===== config.mk =====
export PLATFORM = sky130hd
export DESIGN_NAME = psod_ram
export DESIGN_NICKNAME = d
export VERILOG_FILES = /design/src/psod_ram.sv
export SDC_FILE = /design/constraint.sdc
export NUM_CORES = 2
export LEC_CHECK = 0
export BUFFER_PORTS_ARGS = -buffer_cell sky130_fd_sc_hd__buf_2
export CAP_MARGIN = 30
export CORE_MARGIN = 2
export CORE_UTILIZATION = 45
export CTS_CLUSTER_SIZE = 40
export DETAILED_ROUTE_END_ITERATION = 16
export MAX_ROUTING_LAYER = met4
export PLACE_DENSITY = 0.67
export SYNTH_ARGS = -nofsm -noshare
export SYNTH_HDL_FRONTEND = slang
export SYNTH_SLANG_ARGS = --single-unit

===== constraint.sdc =====
create_clock -name clk -period 5.8 [get_ports clk]
set_clock_uncertainty 0.1 [all_clocks]
set_input_delay 1.16 -clock clk [delete_from_list [all_inputs] [get_ports clk]]
set_output_delay 1.16 -clock clk [all_outputs]
set_load 0.005 [all_outputs]

===== src/psod_ram.sv =====
// Generic simple dual-port RAM: one write port, one read port, registered read.
// No dependencies.
`default_nettype none

module psod_ram #(
    parameter int WIDTH = 32,
    parameter int DEPTH = 64
) (
    input  wire logic                                      clk,
    input  wire logic                                      we,
    input  wire logic [((DEPTH > 1) ? $clog2(DEPTH) : 1)-1:0] waddr,
    input  wire logic [WIDTH-1:0]                          wdata,
    input  wire logic [((DEPTH > 1) ? $clog2(DEPTH) : 1)-1:0] raddr,
    output logic      [WIDTH-1:0]                          rdata
);

    logic [WIDTH-1:0] mem [DEPTH];
    logic [WIDTH-1:0] rdata_reg;

    // Write port, and a read port that returns the old contents on a collision.
    always_ff @(posedge clk)
    begin
        if (we)
        begin
            mem[waddr] <= wdata;
        end
        rdata_reg <= mem[raddr];
    end

    assign rdata = rdata_reg;

endmodule

`default_nettype wire

==> metrics.csv <==
metric,value,unit
outcome,completed,
clock power share,0.406,
Routed Antenna Nets,0,
Place WS,1.13,ns
final net count,3627,
GR Overflow Total,0,
H-tree depth,4,
number of flops mapped to enable cells by yosys,2048,
IO Count,78,
Final setup viols,0,
Crit Path Class,primary input to register,
synthesized flop and latch total,2080,
total CTS buffers,199,
leakage power,0.0277,uW
Chip Width,422,um
vias in the first global route,37100,
"slowest stage delay, CP",0.61,ns
Routed WL,197000,um
"critical path, cell by cell",buf_8 > buf_12 > buf_12 > mux4_2 > mux4_2 > o22ai_1 > nor2_1,
Synth Flop Type,edfxtp_1,
FMAX,0.260,GHz
CP startpoint kind,primary input,
most frequent cells in the layout,"edfxtp_1, mux4_2, clkbuf_16, buf_4, mux2i_1",
Comb pwr share,0.049,
PD cells,344,mW/mm2
"Async S/R FF share, synth",0,
CP endpoint kind,register,
cts hold-fix bufs,0,
Final Hold Viols,0,
die area,0.178,mm2
post-synthesis sequential area ratio,0.791,
Die H,422,um
drt pass-1 iters,7,
period utilization,0.663,
average routed wire per standard cell,32.4,um
Slew @ Worst Pin,1.05,ns
GP Congestion,0.810,
"Area growth, synth to finish",13.8,%
Synthesis Warnings,0,
post-CTS setup buffer count,0,
GRT Util Overall,0.229,
global-route wire length before repair,280000,um
Syn Nets,3370,
crit path DAT,4.38,ns
maximum VDD drop,0.000217,V
IO Port Bufs,77,
Core Region,0.174,mm2
Fin Setup TNS,0,ns
Reg power frac,0.545,
root buf cell,clkbuf_16,
"Slew Viols, Final",0,
clk_lat worst skew,0.83,ns
Sw Share,0.209,
post-DP HPWL,112000,um
Sw Pwr,6420,uW
via count,37100,
Avg Inst Size Synth,23.6,um2
CTS tree,yes,
pin count of the biggest net entering global routing,93,
"critical path fanouts, max",49,
FP Rows,153,
critical path's slowest cell,o22ai_1,
"commonest non-fill, non-tap cell in the layout",edfxtp_1,
share of layout cells above drive strength 1,0.301,
Synth Instances,3324,
Worst Hold Class,primary input to register,
max FFs per register,2048,
# resized after CTS,0,
Int Pwr,24300,uW
Slew HR,0.298,
initial antenna violation count,12,
mapped cell area,0.0785,mm2
starting density of the core,0.452,
CTS Buffer Depth,3,
Sink Count,2080,
fin worst setup slack,1.95,ns
Vias per Instance,6.10,
"Req. time, crit path",6.34,ns
unrepaired setup endpoints after global routing,no,
DR DRC count,0,
Worst-path clk slew,0.06,ns
MaxCap Viol Count,0,
Iter 0 DRT Violations,5166,
min Tclk post-route,3.85,ns
Synth cell types,34,
==> area by class of cell <==
cell class | count | area [um2]
well taps | 2325 | 2910
clock buffers | 265 | 5430
flip-flops and latches | 2080 | 62100
repair buffers | 238 | 2070
fillers | 13200 | 84300
multi-input cells | 1062 | 16000
clock inverters | 102 | 797
diodes | 7 | 17.5
==> worst max-delay path, delay by kind of cell <==
| kind | cells | cell delay [ns] |
|---|---|---|
| buffers and inverters | 3 | 1.13 |
| multiplexers | 2 | 1.06 |
| AO/OA/AOI/OAI | 1 | 0.61 |
| AND/OR/NAND/NOR | 1 | 0.19 |
==> Yosys cell counts (12+ instances only) <==
library cell | count | area [um2]
buf_1 | 21 | 78.8
a21oi_1 | 62 | 310
clkbuf_1 | 74 | 278
o22ai_1 | 84 | 526
edfxtp_1 | 2048 | 61500
mux4_2 | 544 | 12300
nor2b_1 | 15 | 93.8
buf_4 | 25 | 188
nand2_1 | 26 | 97.6
mux2i_1 | 93 | 931
o221ai_1 | 27 | 236
a22oi_1 | 12 | 90.1
nor2_1 | 137 | 514
buf_2 | 57 | 285
dfxtp_1 | 32 | 641
==> per-layer routing <==
| metal | vias to the layer above | global-route usage | wire (um) |
|---|---|---|---|
| li1 | 14800 | - | - |
| met1 | 20000 | 0.317 | 77600 |
| met2 | 1990 | 0.350 | 95100 |
| met3 | 301 | 0.0377 | 18000 |
| met4 | 0 | 0.0751 | 6430 |
| met5 | - | - | 0 |
==> through the flow <==
stage / total power, uW / instance area (um2) / utilization / std cells / hold WS [ns]
after global routing: 31500 / 89300 / 0.514 / 6078 / 0.515
after detailed placement: 18600 / 83000 / 0.478 / 5701 / 0.657
final: 30700 / 89300 / 0.514 / 6079 / 0.540
after global placement: 18500 / 82700 / 0.476 / 5683 / 0.666
after CTS: 30800 / 89200 / 0.514 / 6068 / 0.514
after floorplan: 17800 / 78500 / - / 3324 / 0.563
==> cell families after synthesis <==
| family | share of synthesized area |
|---|---|
| muxes | 0.168 |
| DFF | 0.791 |
| and+or+nand+nor | 0.0127 |
| buffers and inverters | 0.0113 |
| AOI/OAI and AO/OA | 0.0167 |
==> power groups by stage <==
stage               clock (uW)  sequential [uW]  combinational [uW]
finish                   12500            16700                1510
floorplan                    0            17000                 809
global placement             0            17000                1480
global route             13200            16700                1600
detailed placement           0            17000                1520
CTS                      12600            16700                1520
==> path summary, 6_finish.rpt <==
path | cells after the start | end | startpoint | slack [ns]
max | 7 | rdata[27] | raddr[0] | 1.95
min | 1 | mem[26][30] | wdata[30] | 0.54
max reg2reg | 4 | rdata[27] | mem[31][27] | 3.31
min reg2reg | 4 | rdata[20] | mem[12][20] | 0.69
Note: power is estimated with default switching activity, not from simulation.
